File: src/design/sfd_pkg.sv
// Shared types and constants for the S.BUS frame decoder.
package sfd_pkg;

    localparam int FRAME_LENGTH     = 25;
    localparam int THROTTLE_CHANNEL = 2;
    localparam int NUM_CH           = 18;
    localparam int NUM_PACKED_CH    = 16;
    localparam int CH_W             = 11;
    localparam int SCALED_W         = 12;
    localparam int CNT_W            = 32;
    localparam int IDX_W            = 5;
    localparam int POS_W            = 5;
    localparam int FLAG_BYTE        = 23;
    localparam int LAST_POS         = FRAME_LENGTH - 1;
    localparam int LAST_CH          = NUM_CH - 1;

    localparam int SCALE_W          = 16;
    localparam int OFFSET_W         = 12;
    localparam int THROTTLE_W       = 12;
    localparam int TIMEOUT_W        = 16;
    localparam int FRAC_BITS        = 12;

    localparam int CFG_IDX_W        = 2;
    localparam int CFG_DATA_W       = 16;

    localparam int QUEUE_DEPTH      = 2;
    localparam int QUEUE_AW         = 1;

    localparam logic [7:0]            START_BYTE     = 8'h0F;
    localparam logic [CH_W-1:0]       CH_MAX         = 11'h7FF;
    localparam logic [SCALE_W-1:0]    RST_SCALE      = 16'd2560;
    localparam logic [OFFSET_W-1:0]   RST_OFFSET     = 12'd880;
    localparam logic [THROTTLE_W-1:0] RST_THROTTLE   = 12'd900;
    localparam logic [TIMEOUT_W-1:0]  RST_TIMEOUT    = 16'd500;

    localparam logic CAUSE_FRAME   = 1'b0;
    localparam logic CAUSE_TIMEOUT = 1'b1;

    typedef enum logic [CFG_IDX_W-1:0] {
        CFG_SCALE_FACTOR     = 2'd0,
        CFG_SCALE_OFFSET     = 2'd1,
        CFG_FAILSAFE_THROTTLE = 2'd2,
        CFG_TIMEOUT_MS       = 2'd3
    } t_cfg_reg;

    typedef logic [CH_W-1:0] t_chan;
    typedef t_chan [NUM_CH-1:0] t_chan_vec;

    typedef struct packed {
        t_chan_vec          ch;
        logic               failsafe;
        logic               lost;
        logic [CNT_W-1:0]   good;
        logic [CNT_W-1:0]   lostc;
        logic [CNT_W-1:0]   err;
        logic               cause;
    } t_event;

    typedef struct packed {
        logic [SCALE_W-1:0]    scale;
        logic [OFFSET_W-1:0]   offset;
        logic [THROTTLE_W-1:0] throttle;
    } t_scale_cfg;

endpackage

File: src/design/sfd_in_if.sv
// Input item channel: received byte or millisecond tick.
interface sfd_in_if import sfd_pkg::*; ();
    logic       valid;
    logic       ready;
    logic       mode;
    logic [7:0] rx_byte;

    modport source(output valid, output mode, output rx_byte, input ready);
    modport sink(input valid, input mode, input rx_byte, output ready);
endinterface

File: src/design/sfd_out_if.sv
// Result item channel: one decoded channel per item.
interface sfd_out_if import sfd_pkg::*; ();
    logic                valid;
    logic                ready;
    logic [IDX_W-1:0]    channel_index;
    logic [CH_W-1:0]     raw_value;
    logic [SCALED_W-1:0] scaled_value;
    logic                failsafe_active;
    logic                frame_lost_flag;
    logic [CNT_W-1:0]    good_count;
    logic [CNT_W-1:0]    lost_count;
    logic [CNT_W-1:0]    error_count;
    logic                cause;
    logic                last_of_run;

    modport source(output valid, output channel_index, output raw_value, output scaled_value,
                   output failsafe_active, output frame_lost_flag, output good_count,
                   output lost_count, output error_count, output cause,
                   output last_of_run, input ready);
    modport sink(input valid, input channel_index, input raw_value, input scaled_value,
                 input failsafe_active, input frame_lost_flag, input good_count,
                 input lost_count, input error_count, input cause,
                 input last_of_run, output ready);
endinterface

File: src/design/sfd_front.sv
// Front end: frame assembly, decode, counters and timeout, emits run events.
module sfd_front import sfd_pkg::*; (
    input  logic                 i_clk,
    input  logic                 i_rst_n,
    sfd_in_if.sink               i_in,
    input  logic [TIMEOUT_W-1:0] i_timeout_ms,
    input  logic                 i_q_full,
    output logic                 o_push,
    output t_event               o_evt
);

    logic [POS_W-1:0]     r_pos,      n_pos;
    t_chan_vec            r_ch,       n_ch;
    logic                 r_fs,       n_fs;
    logic                 r_lost,     n_lost;
    logic [TIMEOUT_W-1:0] r_elapsed,  n_elapsed;
    logic                 r_reported, n_reported;
    logic [CNT_W-1:0]     r_good,     n_good;
    logic [CNT_W-1:0]     r_lostc,    n_lostc;
    logic [CNT_W-1:0]     r_err,      n_err;
    logic [7:0]           r_frame [LAST_POS];

    logic                          w_acc;
    logic                          w_cause;
    logic                          w_end_ok;
    logic                          w_bad_start;
    logic                          w_store;
    logic [NUM_PACKED_CH*CH_W-1:0] w_data;
    logic [7:0]                    w_flags;
    t_chan_vec                     w_dec;

    function automatic logic [CNT_W-1:0] sat_inc(input logic [CNT_W-1:0] v);
        return (v == {CNT_W{1'b1}}) ? v : v + 1'b1;
    endfunction

    assign i_in.ready  = !i_q_full;
    assign w_acc       = i_in.valid && i_in.ready;
    assign w_bad_start = (r_pos == '0) && (i_in.rx_byte != START_BYTE);
    assign w_store     = w_acc && !i_in.mode && !w_bad_start && (r_pos != POS_W'(LAST_POS));
    assign w_flags     = r_frame[FLAG_BYTE];
    assign w_end_ok    = (i_in.rx_byte[3:0] == 4'h0 && i_in.rx_byte[7:4] == 4'h0)
                      || (i_in.rx_byte[4:0] == 5'b00011);

    always_comb begin
        for (int k = 1; k <= NUM_PACKED_CH * CH_W / 8; k++) begin
            w_data[(k-1)*8 +: 8] = r_frame[k];
        end
        for (int i = 0; i < NUM_PACKED_CH; i++) begin
            w_dec[i] = w_data[i*CH_W +: CH_W];
        end
        w_dec[NUM_PACKED_CH]   = w_flags[0] ? CH_MAX : '0;
        w_dec[NUM_PACKED_CH+1] = w_flags[1] ? CH_MAX : '0;
    end

    always_comb begin
        n_pos      = r_pos;
        n_ch       = r_ch;
        n_fs       = r_fs;
        n_lost     = r_lost;
        n_elapsed  = r_elapsed;
        n_reported = r_reported;
        n_good     = r_good;
        n_lostc    = r_lostc;
        n_err      = r_err;
        o_push     = 1'b0;
        w_cause    = CAUSE_FRAME;
        if (w_acc) begin
            if (i_in.mode) begin
                n_elapsed = (r_elapsed == {TIMEOUT_W{1'b1}}) ? r_elapsed : r_elapsed + 1'b1;
                if (n_elapsed > i_timeout_ms && !r_reported) begin
                    n_reported = 1'b1;
                    n_fs       = 1'b1;
                    o_push     = 1'b1;
                    w_cause    = CAUSE_TIMEOUT;
                end
            end else if (w_bad_start) begin
                n_err = sat_inc(r_err);
            end else if (r_pos == POS_W'(LAST_POS)) begin
                n_pos = '0;
                if (!w_end_ok) begin
                    n_err = sat_inc(r_err);
                end else begin
                    n_good     = sat_inc(r_good);
                    n_ch       = w_dec;
                    n_fs       = w_flags[3];
                    n_lost     = w_flags[2];
                    n_lostc    = w_flags[2] ? sat_inc(r_lostc) : r_lostc;
                    n_elapsed  = '0;
                    n_reported = 1'b0;
                    o_push     = 1'b1;
                end
            end else begin
                n_pos = r_pos + 1'b1;
            end
        end
        o_evt.ch       = n_ch;
        o_evt.failsafe = n_fs;
        o_evt.lost     = n_lost;
        o_evt.good     = n_good;
        o_evt.lostc    = n_lostc;
        o_evt.err      = n_err;
        o_evt.cause    = w_cause;
    end

    always_ff @(posedge i_clk) begin
        if (!i_rst_n) begin
            r_pos      <= '0;
            r_ch       <= '0;
            r_fs       <= 1'b0;
            r_lost     <= 1'b0;
            r_elapsed  <= '0;
            r_reported <= 1'b0;
            r_good     <= '0;
            r_lostc    <= '0;
            r_err      <= '0;
        end else begin
            r_pos      <= n_pos;
            r_ch       <= n_ch;
            r_fs       <= n_fs;
            r_lost     <= n_lost;
            r_elapsed  <= n_elapsed;
            r_reported <= n_reported;
            r_good     <= n_good;
            r_lostc    <= n_lostc;
            r_err      <= n_err;
        end
    end

    always_ff @(posedge i_clk) begin
        if (w_store) begin
            r_frame[r_pos] <= i_in.rx_byte;
        end
    end

endmodule

File: src/design/sfd_queue.sv
// Short event queue between front end and result sequencer.
module sfd_queue import sfd_pkg::*; (
    input  logic   i_clk,
    input  logic   i_rst_n,
    input  logic   i_push,
    input  t_event i_evt,
    input  logic   i_pop,
    output t_event o_evt,
    output logic   o_full,
    output logic   o_empty
);

    t_event              r_mem [QUEUE_DEPTH];
    logic [QUEUE_AW-1:0] r_wr, n_wr;
    logic [QUEUE_AW-1:0] r_rd, n_rd;
    logic [QUEUE_AW:0]   r_cnt, n_cnt;

    assign o_full  = (r_cnt == (QUEUE_AW+1)'(QUEUE_DEPTH));
    assign o_empty = (r_cnt == '0);
    assign o_evt   = r_mem[r_rd];

    always_comb begin
        n_wr  = r_wr;
        n_rd  = r_rd;
        n_cnt = r_cnt;
        if (i_push) begin
            n_wr = (r_wr == QUEUE_AW'(QUEUE_DEPTH-1)) ? '0 : r_wr + 1'b1;
        end
        if (i_pop) begin
            n_rd = (r_rd == QUEUE_AW'(QUEUE_DEPTH-1)) ? '0 : r_rd + 1'b1;
        end
        if (i_push && !i_pop) begin
            n_cnt = r_cnt + 1'b1;
        end else if (!i_push && i_pop) begin
            n_cnt = r_cnt - 1'b1;
        end
    end

    always_ff @(posedge i_clk) begin
        if (!i_rst_n) begin
            r_wr  <= '0;
            r_rd  <= '0;
            r_cnt <= '0;
        end else begin
            r_wr  <= n_wr;
            r_rd  <= n_rd;
            r_cnt <= n_cnt;
        end
    end

    always_ff @(posedge i_clk) begin
        if (i_push) begin
            r_mem[r_wr] <= i_evt;
        end
    end

endmodule

File: src/design/sfd_back.sv
// Back end: walks the 18 channels of an event, scales and registers results.
module sfd_back import sfd_pkg::*; (
    input  logic       i_clk,
    input  logic       i_rst_n,
    input  t_event     i_evt,
    input  logic       i_empty,
    input  t_scale_cfg i_cfg,
    output logic       o_pop,
    sfd_out_if.source  o_out
);

    logic             r_busy;
    logic             r_valid;
    logic [IDX_W-1:0] r_idx;
    t_event           r_evt;

    logic                        w_adv;
    logic                        w_last;
    logic                        w_load;
    t_chan                       w_raw;
    logic [CH_W+SCALE_W-1:0]     w_prod;
    logic [CH_W+SCALE_W:0]       w_round;
    logic [CH_W+SCALE_W-FRAC_BITS:0] w_shift;
    logic signed [CH_W+SCALE_W-FRAC_BITS+2:0] w_sum;
    logic [SCALED_W-1:0]         w_scaled;

    assign w_last = (r_idx == IDX_W'(LAST_CH));
    assign w_adv  = r_busy && (!r_valid || o_out.ready);
    assign w_load = !i_empty && (!r_busy || (w_adv && w_last));
    assign o_pop  = w_load;

    always_comb begin
        w_raw   = r_evt.ch[r_idx];
        w_prod  = w_raw * i_cfg.scale;
        w_round = {1'b0, w_prod} + (CH_W+SCALE_W+1)'(1 << (FRAC_BITS-1));
        w_shift = w_round[CH_W+SCALE_W:FRAC_BITS];
        w_sum   = $signed({2'b00, w_shift})
                + (CH_W+SCALE_W-FRAC_BITS+3)'($signed(i_cfg.offset));
        if (w_sum < 0) begin
            w_scaled = '0;
        end else if (w_sum > $signed((CH_W+SCALE_W-FRAC_BITS+3)'({SCALED_W{1'b1}}))) begin
            w_scaled = {SCALED_W{1'b1}};
        end else begin
            w_scaled = w_sum[SCALED_W-1:0];
        end
        if (r_evt.failsafe && r_idx == IDX_W'(THROTTLE_CHANNEL)) begin
            w_scaled = i_cfg.throttle;
        end
    end

    always_ff @(posedge i_clk) begin
        if (!i_rst_n) begin
            r_busy  <= 1'b0;
            r_valid <= 1'b0;
            r_idx   <= '0;
        end else begin
            if (w_adv) begin
                r_valid <= 1'b1;
                r_idx   <= w_last ? '0 : r_idx + 1'b1;
            end else if (o_out.ready) begin
                r_valid <= 1'b0;
            end
            if (w_load) begin
                r_busy <= 1'b1;
                r_idx  <= '0;
            end else if (w_adv && w_last) begin
                r_busy <= 1'b0;
            end
        end
    end

    always_ff @(posedge i_clk) begin
        if (w_load) begin
            r_evt <= i_evt;
        end
        if (w_adv) begin
            o_out.channel_index   <= r_idx;
            o_out.raw_value       <= w_raw;
            o_out.scaled_value    <= w_scaled;
            o_out.failsafe_active <= r_evt.failsafe;
            o_out.frame_lost_flag <= r_evt.lost;
            o_out.good_count      <= r_evt.good;
            o_out.lost_count      <= r_evt.lostc;
            o_out.error_count     <= r_evt.err;
            o_out.cause           <= r_evt.cause;
            o_out.last_of_run     <= w_last;
        end
    end

    assign o_out.valid = r_valid;

endmodule

File: src/design/sbus_frame_decoder_core.sv
// Top level of the S.BUS frame decoder: config registers, front, queue, back.
//
//  channel   direction  handshake        payload
//  i_in      sink       valid / ready    mode, rx_byte
//  o_out     source     valid / ready    channel_index .. last_of_run
//  i_cfg_*   write      i_cfg_we         i_cfg_idx, i_cfg_data
//
// One input item per cycle while i_in.ready is high; a good frame or a timeout
// yields a run of 18 results, one per cycle from the back end while o_out is ready.
// The event queue holds two runs beside the one in progress; i_in.ready drops
// only while it is full. Results wait in an output register under backpressure.
// Reset is synchronous and clears control state and counters.
module sbus_frame_decoder_core import sfd_pkg::*; (
    input  logic                  i_clk,
    input  logic                  i_rst_n,
    sfd_in_if.sink                i_in,
    sfd_out_if.source             o_out,
    input  logic                  i_cfg_we,
    input  logic [CFG_IDX_W-1:0]  i_cfg_idx,
    input  logic [CFG_DATA_W-1:0] i_cfg_data
);

    logic [SCALE_W-1:0]    r_scale;
    logic [OFFSET_W-1:0]   r_offset;
    logic [THROTTLE_W-1:0] r_throttle;
    logic [TIMEOUT_W-1:0]  r_timeout;

    logic       w_push;
    logic       w_pop;
    logic       w_full;
    logic       w_empty;
    t_event     w_push_evt;
    t_event     w_head_evt;
    t_scale_cfg w_scfg;

    always_ff @(posedge i_clk) begin
        if (!i_rst_n) begin
            r_scale    <= RST_SCALE;
            r_offset   <= RST_OFFSET;
            r_throttle <= RST_THROTTLE;
            r_timeout  <= RST_TIMEOUT;
        end else if (i_cfg_we) begin
            unique case (t_cfg_reg'(i_cfg_idx))
                CFG_SCALE_FACTOR:      r_scale    <= i_cfg_data[SCALE_W-1:0];
                CFG_SCALE_OFFSET:      r_offset   <= i_cfg_data[OFFSET_W-1:0];
                CFG_FAILSAFE_THROTTLE: r_throttle <= i_cfg_data[THROTTLE_W-1:0];
                CFG_TIMEOUT_MS:        r_timeout  <= i_cfg_data[TIMEOUT_W-1:0];
                default: ;
            endcase
        end
    end

    assign w_scfg.scale    = r_scale;
    assign w_scfg.offset   = r_offset;
    assign w_scfg.throttle = r_throttle;

    sfd_front u_front (
        .i_clk        (i_clk),
        .i_rst_n      (i_rst_n),
        .i_in         (i_in),
        .i_timeout_ms (r_timeout),
        .i_q_full     (w_full),
        .o_push       (w_push),
        .o_evt        (w_push_evt)
    );

    sfd_queue u_queue (
        .i_clk   (i_clk),
        .i_rst_n (i_rst_n),
        .i_push  (w_push),
        .i_evt   (w_push_evt),
        .i_pop   (w_pop),
        .o_evt   (w_head_evt),
        .o_full  (w_full),
        .o_empty (w_empty)
    );

    sfd_back u_back (
        .i_clk   (i_clk),
        .i_rst_n (i_rst_n),
        .i_evt   (w_head_evt),
        .i_empty (w_empty),
        .i_cfg   (w_scfg),
        .o_pop   (w_pop),
        .o_out   (o_out)
    );

    a_no_overflow: assert property (@(posedge i_clk) disable iff (!i_rst_n)
        w_push |-> !w_full)
        else $error("event pushed into full queue");

    a_last_index: assert property (@(posedge i_clk) disable iff (!i_rst_n)
        o_out.valid && o_out.last_of_run |-> o_out.channel_index == IDX_W'(LAST_CH))
        else $error("last item of run has wrong channel index");

    a_timeout_failsafe: assert property (@(posedge i_clk) disable iff (!i_rst_n)
        o_out.valid && o_out.cause |-> o_out.failsafe_active)
        else $error("timeout item without failsafe");

    a_run_advance: assert property (@(posedge i_clk) disable iff (!i_rst_n)
        o_out.valid && o_out.ready && !o_out.last_of_run |=>
            o_out.valid && o_out.channel_index == $past(o_out.channel_index) + 1'b1)
        else $error("run did not advance to the next channel");

endmodule
File: src/flat_wrapper.sv
// flat-port wrapper written by rule: the top's interface ports become plain ports
module sbus_frame_decoder_core_flat import sfd_pkg::*;
  (i_clk, i_rst_n, i_cfg_we, i_cfg_idx, i_cfg_data, i_in_valid, i_in_mode, i_in_rx_byte, i_in_ready, o_out_valid, o_out_channel_index, o_out_raw_value, o_out_scaled_value, o_out_failsafe_active, o_out_frame_lost_flag, o_out_good_count, o_out_lost_count, o_out_error_count, o_out_cause, o_out_last_of_run, o_out_ready);
  sfd_in_if i_in_i ();
  sfd_out_if o_out_i ();
  input  logic i_clk;
  input  logic i_rst_n;
  input  logic i_cfg_we;
  input  logic [CFG_IDX_W-1:0] i_cfg_idx;
  input  logic [CFG_DATA_W-1:0] i_cfg_data;
  input wire logic [$bits(i_in_i.valid)-1:0] i_in_valid;
  input wire logic [$bits(i_in_i.mode)-1:0] i_in_mode;
  input wire logic [$bits(i_in_i.rx_byte)-1:0] i_in_rx_byte;
  output wire logic [$bits(i_in_i.ready)-1:0] i_in_ready;
  output wire logic [$bits(o_out_i.valid)-1:0] o_out_valid;
  output wire logic [$bits(o_out_i.channel_index)-1:0] o_out_channel_index;
  output wire logic [$bits(o_out_i.raw_value)-1:0] o_out_raw_value;
  output wire logic [$bits(o_out_i.scaled_value)-1:0] o_out_scaled_value;
  output wire logic [$bits(o_out_i.failsafe_active)-1:0] o_out_failsafe_active;
  output wire logic [$bits(o_out_i.frame_lost_flag)-1:0] o_out_frame_lost_flag;
  output wire logic [$bits(o_out_i.good_count)-1:0] o_out_good_count;
  output wire logic [$bits(o_out_i.lost_count)-1:0] o_out_lost_count;
  output wire logic [$bits(o_out_i.error_count)-1:0] o_out_error_count;
  output wire logic [$bits(o_out_i.cause)-1:0] o_out_cause;
  output wire logic [$bits(o_out_i.last_of_run)-1:0] o_out_last_of_run;
  input wire logic [$bits(o_out_i.ready)-1:0] o_out_ready;
  assign i_in_i.valid = i_in_valid;
  assign i_in_i.mode = i_in_mode;
  assign i_in_i.rx_byte = i_in_rx_byte;
  assign i_in_ready = i_in_i.ready;
  assign o_out_valid = o_out_i.valid;
  assign o_out_channel_index = o_out_i.channel_index;
  assign o_out_raw_value = o_out_i.raw_value;
  assign o_out_scaled_value = o_out_i.scaled_value;
  assign o_out_failsafe_active = o_out_i.failsafe_active;
  assign o_out_frame_lost_flag = o_out_i.frame_lost_flag;
  assign o_out_good_count = o_out_i.good_count;
  assign o_out_lost_count = o_out_i.lost_count;
  assign o_out_error_count = o_out_i.error_count;
  assign o_out_cause = o_out_i.cause;
  assign o_out_last_of_run = o_out_i.last_of_run;
  assign o_out_i.ready = o_out_ready;
  sbus_frame_decoder_core u_core (.i_clk(i_clk), .i_rst_n(i_rst_n), .i_in(i_in_i), .o_out(o_out_i), .i_cfg_we(i_cfg_we), .i_cfg_idx(i_cfg_idx), .i_cfg_data(i_cfg_data));
endmodule
File: config.mk
export PLATFORM = sky130hd
export DESIGN_NAME = sbus_frame_decoder_core_flat
export DESIGN_NICKNAME = d
export VERILOG_FILES = /design/src/design/sfd_pkg.sv /design/src/design/sfd_in_if.sv /design/src/design/sfd_out_if.sv /design/src/design/sfd_front.sv /design/src/design/sfd_queue.sv /design/src/design/sfd_back.sv /design/src/design/sbus_frame_decoder_core.sv /design/src/flat_wrapper.sv
export SDC_FILE = /design/constraint.sdc
export NUM_CORES = 2
export LEC_CHECK = 0
export ABC_AREA = 1
export BUFFER_PORTS_ARGS = -buffer_cell sky130_fd_sc_hd__buf_2
export CORE_MARGIN = 4
export CORE_UTILIZATION = 50
export CTS_CLUSTER_SIZE = 30
export DETAILED_ROUTE_END_ITERATION = 7
export GPL_TIMING_DRIVEN = 0
export PLACE_DENSITY = 0.66
export SLEW_MARGIN = 20
export SYNTH_ARGS = -nofsm -noshare
export SYNTH_HDL_FRONTEND = slang
export SYNTH_HIERARCHICAL = 1
export SYNTH_SLANG_ARGS = --single-unit
File: constraint.sdc
create_clock -name i_clk -period 48.3 [get_ports i_clk]
set_clock_uncertainty 0.1 [all_clocks]
set_input_delay 9.66 -clock i_clk [delete_from_list [all_inputs] [get_ports i_clk]]
set_output_delay 9.66 -clock i_clk [all_outputs]
set_load 0.02 [all_outputs]
## Word level (Yosys, flattened, before mapping)

Memory sizes are Yosys's and may differ from the RTL's. A register that Yosys moved wholly into a read port is not among the register bits.
Cells that the tools add are included.
W data, S select, Z words.

| cells by class | value |
|---|---|
| eq/ne operators | 16 |
| magnitude comparators | 4 |
| add/sub/neg operators | 12 |
| bitwise logic cells | 3 |
| reduce and logical (&&, ||, !) cells | 43 |
| multiplexer cells | 74 |
| multiply operators | 1 |

Operators by type and width:

| kind | count |
|---|---|
| $mux W198 | 5 |
| $mux W32 | 19 |
| $add A32 B1 Y32 const B | 3 |
| $eq A32 B32 Y1 const B | 3 |
| $mux W16 | 5 |
| $bmux W11 S5 | 1 |
| $mux W12 | 3 |
| $mux W1 | 34 |
| $mux W11 | 3 |
| $add A27 B12 Y28 const B | 1 |
| $mul A11 B16 Y27 | 1 |
| $add A17 B12 Y18 | 1 |
| $gt A18 B13 Y1 const B | 1 |
| $lt A18 B1 Y1 const B | 1 |
| $add A16 B1 Y16 const B | 1 |
| $eq A16 B16 Y1 const B | 1 |
| $gt A16 B16 Y1 | 1 |
| $logic_and A1 B1 Y1 | 13 |
| $add A5 B1 Y5 const B | 2 |
| $eq A5 B2 Y1 const B | 2 |
| $eq A5 B5 Y1 const B | 2 |
| $mux W5 | 2 |
| $reduce_bool A2 Y1 | 5 |
| $logic_not A1 Y1 | 9 |
| other kinds (21) | 34 |

| storage, ports and cells | value |
|---|---|
| flip-flop bits (word level) | 513 |
| memories | 2 |
| bits in writable memories | 786 |
| word-level logic and storage cells | 201 |
| bits of input ports | 32 |
| output and inout port bits | 130 |

Memories:

| name | depth | width | rd ports | clocked after Yosys merged registers in | wr ports | line | RTL |
|---|---|---|---|---|---|---|---|
| u_core.u_queue.r_mem | 2 | 297 | 1 | 1 | 1 | sfd_queue.sv:13 | `t_event r_mem [QUEUE_DEPTH];` |
| u_core.u_front.r_frame | 24 | 8 | 23 | 0 | 1 | sfd_front.sv:21 | `logic [7:0] r_frame [LAST_POS];` |

## Depth between registers and ports, before layout

| depth | value |
|---|---|
| depth in word-level cells | 12 |
| gate-level depth with buffers | 49 |
| gate-level depth less buffers | 45 |

## Modules after synthesis

The synthesis kept the hierarchy.

Modules (own cells, without submodules):

| module | instances | area each (µm²) | sequential area each (µm²) | cells an instance |
|---|---|---|---|---|
| sfd_queue | 1 | 22606.7 | 17937.2 | 959 |
| sfd_back | 1 | 21937.3 | 12902.4 | 1845 |
| sfd_front | 1 | 20577.2 | 11771.3 | 2452 |
| sbus_frame_decoder_core | 1 | 2253.4 | 1121.1 | 331 |

## Least setup slack after synthesis

OpenSTA, ideal clock, no wires.

| timing | value |
|---|---|
| path kind | input -> register |
| from | in i_in_rx_byte[7] |
| to | mem u_core/u_queue/r_mem[0][0] in the netlist's numbering (enable) |
| library setup time | 0.968 ns |
| path buffers | 1 |
| arrival | 23.086 ns |
| data required time | 47.232 ns |
| stages on the path | 8 |
| slack | 24.146 ns |
| cell sequence | nor2_2 nand2_1 o21ai_4 nand2_4 clkbuf_1 nand2_1 inv_1 nor2_1 |

| on the way | value |
|---|---|
| word-level cells in the longest chain between the ends | 10 |
| elaborated cells between the ends (all ways) | 12 |
| those cells by class | 1 x eq/ne; 7 x mux; 4 x reduce/logical |

RTL lines:

| what | line | RTL |
|---|---|---|
| start: declaration | flat_wrapper.sv:13 | `input wire logic [$bits(i_in_i.rx_byte)-1:0] i_in_rx_byte;` |
| $logic_not A4 Y1 | sfd_front.sv:41 | `assign w_end_ok = (i_in.rx_byte[3:0] == 4'h0 && i_in.rx_byte[7:4] == 4'h0)` |
| $logic_and A1 B1 Y1 | sfd_front.sv:41 |  |
| $logic_or A1 B1 Y1 | sfd_front.sv:42 | `\|\| (i_in.rx_byte[4:0] == 5'b00011);` |
| $mux W1 | sfd_front.sv:80 | `if (!w_end_ok) begin` |
| $mux W1 | sfd_front.sv:78 | `end else if (r_pos == POS_W'(LAST_POS)) begin` |
| $mux W1 * | sfd_front.sv:76 | `end else if (w_bad_start) begin` |
| $mux W1 * | sfd_front.sv:68 | `if (i_in.mode) begin` |
| $mux W1 * | sfd_front.sv:67 | `if (w_acc) begin` |
| named net u_core.w_push | sbus_frame_decoder_core.sv:28 | `logic w_push;` |
| $mux W1 * | sfd_queue.sv:52 | `if (i_push) begin` |
| $mux W1 (implied by the code) * | sfd_queue.sv:53 | `r_mem[r_wr] <= i_evt;` |
| end: declaration | sfd_queue.sv:13 |  |

The timed path passes the listed nets; every way through them passes the cells marked *.

## Worst setup path after layout

| timing | value |
|---|---|
| from | in i_in_rx_byte[1] |
| to | mem u_core/u_queue/r_mem[1][168] in the netlist's numbering (enable) |

Same word-level chain as after synthesis.

==> run summary <==
CP Launch Point - i_in_rx_byte[1]
Period utilisation layout - 0.2693
CP endpoint kind - register
Max clock buf depth - 3
GRT overflow - 0
Clock-pin slew on the worst setup and hold paths - 60 ps
Post-CTS Hold Buffers - 0
Die span in y - 375.1 µm
Setup crit end - u_core/u_queue/r_mem[1][168]
Commonest non-fill, non-tap cell in the layout - nand2_1
Hold Vio Cnt, Final - 0
Routed WL - 156.0 mm
RSZ-0062 raised after global routing - no
R2r setup slk - 38860 ps
Most used DFF post-synth - edfxtp_1
Antenna Nets Post-Route - 0
Slew @ Worst Pin - 1084 ps
# nets final - 6221
Avg Inst Size Synth - 12.06 µm²
Peak supply drop - 0.1535 mV
Diode count - 0
Initial Util - 0.5042
Rows - 134
#FFs+latches synth - 1585
Most frequent cells in the layout - nand2_1, edfxtp_1, inv_1
Synth Instances - 5587
I/O pin total - 162
Die area - 0.1407 mm²
First-pass GRT wire length - 236.2 mm
Num CTS Buffers - 158
WP data required - 48600 ps
First-pass detailed-route iteration total - 5
Die X - 375.1 µm
Worst r2r dst - u_core/u_back/o_out.scaled_value[10]
Worst R2R Start - u_core/u_back/r_idx[1]
R2R depth - 41
EDFF count, synth - 1199
DRC Markers - 0
Placer Congestion - 0.9080
TNS Setup - 0 ps
Syn_nets - 5867
Endpoints failing setup - 0
Placement Setup Slack - 34430 ps
DP Cell Count - 7549
Clk Tree Root Cell - clkbuf_16
Outcome - finished, final reports clean
Sequential fraction of the synthesis area - 0.6491
Clock Sinks - 1585
Post-CTS sizing - 0
Power density cells - 75.22 mW/mm²
CP Class - input port to register
Placeable Area - 0.1336 mm²
Maximum clock rate - 76.87 MHz
CTS tree - done
Worst Path Arrival - 13310 ps
Async set-reset flop share out of synthesis - 0
Worst-Skew Late Latency - 780 ps
Slew HR - 0.2776
H-tree levels - 4
Area Growth Syn to Fin - 13.68%
Buffers on Ports - 160
LEAKAGE - 30.25 nW
Initial antenna violation count - 8
Via density - 5.249
Tmin final - 13010 ps
Drt initial violations - 3410
Average wire per standard cell - 19.89 µm
Setup Buffers After CTS - 0
Filler cell count - 10780
Min-Delay Path Class - register to register
Fin. max-slew vios - 0
Final instance count without filler cells - 7843
Total Power - 5.761 mW
Unique masters post-synth - 58
Final HPWL DP - 108.9 mm
Cell Area, Synth - 0.06737 mm²
CP max FO - 88
Setup ws final - 35290 ps
Layout cells sized above 1 - 0.1526
Via count - 41170
Vias in the first global route - 40370
Max cap viols - 0
Startpoint Class - input port
GRT Util Overall - 0.2198
Pin count of the biggest net entering global routing - 90
Synth warn - 6
==> power breakdown <==
group	switching, mW	total, mW	internal, mW
clock network	0.511	1.24	0.733
logic	1.74	2.68	0.943
registers	0.0816	1.83	1.75
==> per-stage QoR <==
stage                       util  area [µm²]  hold WS (ps)
after floorplan                -       67370         300.3
after detailed placement  0.5332       71250         304.5
final                     0.5732       76590         316.3
after CTS                 0.5732       76590         318.0
after global placement    0.5268       70390         303.0
after global routing      0.5732       76590         327.0
==> cells by family after synthesis <==
| logic type | after synthesis | share of synthesized area |
|---|---|---|
| flops | 1585 | 0.6491 |
| xor+xnor | 60 | 0.007800 |
| mux | 297 | 0.06245 |
| compound gates | 563 | 0.04392 |
| simple gates | 2158 | 0.1323 |
| buf+inv | 676 | 0.04435 |
| fa+ha+maj | 248 | 0.06010 |
==> routing by layer <==
metal / vias up / wire (µm) / global-route usage
met5: - / 0 / 0
met3: 319 / 8744 / 0.03364
li1: 19750 / - / -
met4: 0 / 6177 / 0.08731
met1: 19900 / 65870 / 0.2893
met2: 1201 / 75230 / 0.3685
==> layout make-up <==
type                       count  area (µm²)  area share
buffer                       195        1162     0.01518
clock buffer                 213        4425     0.05778
clock inverter                81       915.9     0.01196
inverter                     481        1843     0.02406
multi-input combinational   3326       20670      0.2699
sequential                  1585       43730      0.5710
tap                         1768        2212     0.02888
timing repair buffer         194        1625     0.02122
==> how the worst min path moves through the flow <==
stage | cells past startpoint | slack [ps] | endpoint | from
floorplan | 0 | 300 | u_core/u_back/o_out.cause | u_core/u_back/r_evt[0]
global placement | 0 | 300 | u_core/u_back/o_out.good_count[27] | u_core/u_back/r_evt[92]
detailed placement | 0 | 300 | u_core/u_back/o_out.error_count[19] | u_core/u_back/r_evt[20]
CTS | 0 | 320 | u_core/u_back/o_out.lost_count[1] | u_core/u_back/r_evt[34]
global route | 0 | 330 | u_core/u_back/o_out.lost_count[9] | u_core/u_back/r_evt[42]
finish | 0 | 320 | u_core/u_back/o_out.lost_count[1] | u_core/u_back/r_evt[34]
==> Yosys cell counts (all sizes together) (2+ instances only) <==
cell type / count / area, µm²
o211ai: 3 / 22.52
nor2: 457 / 1778
fa: 126 / 2522
edfxtp: 1199 / 36000
nor3b: 5 / 37.54
nand4: 63 / 415.4
o21ai: 146 / 745.7
a31oi: 5 / 31.28
nand3: 150 / 785.8
xor2: 44 / 385.4
o22ai: 45 / 281.5
mux2: 297 / 4208
dfxtp: 386 / 7727
inv: 480 / 1824
o21bai: 4 / 30.03
or2: 17 / 106.4
xnor2: 16 / 140.1
and3: 2 / 12.51
and2: 11 / 68.82
ha: 122 / 1526
a21oi: 347 / 1744
a21boi: 2 / 15.01
nor3: 43 / 246.5
clkbuf: 74 / 280.3
nor4: 8 / 50.05
nand3b: 13 / 97.59
buf: 121 / 879.6
o21a: 4 / 30.03
a21o: 3 / 22.52
nand2: 1387 / 5299
==> sequential cells by signal (all words and copies together) (netlist names), 32 cells and up, named ones only <==
signal and flops:
u_core/u_front/r_err 32, u_core/u_back/o_out.error_count 32, u_core/u_back/o_out.lost_count 32, u_core/u_front/r_frame 180, u_core/u_queue/r_mem 594, u_core/u_back/r_evt 297, u_core/u_front/r_lostc 32, u_core/u_front/r_ch 198
u_core/u_back/o_out.good_count 32, u_core/u_front/r_good 32
==> worst max-delay path: stages <==
cell and delay, ps:
buf_2 710, nand2_1 160, inv_1 100, nand3b_1 120
o21ai_4 220, nand2_4 230, clkbuf_1 280, nand2_1 190
nand2_1 160, inv_8 410, buf_16 410, buf_16 380
Power figures use the tool's default switching activity.
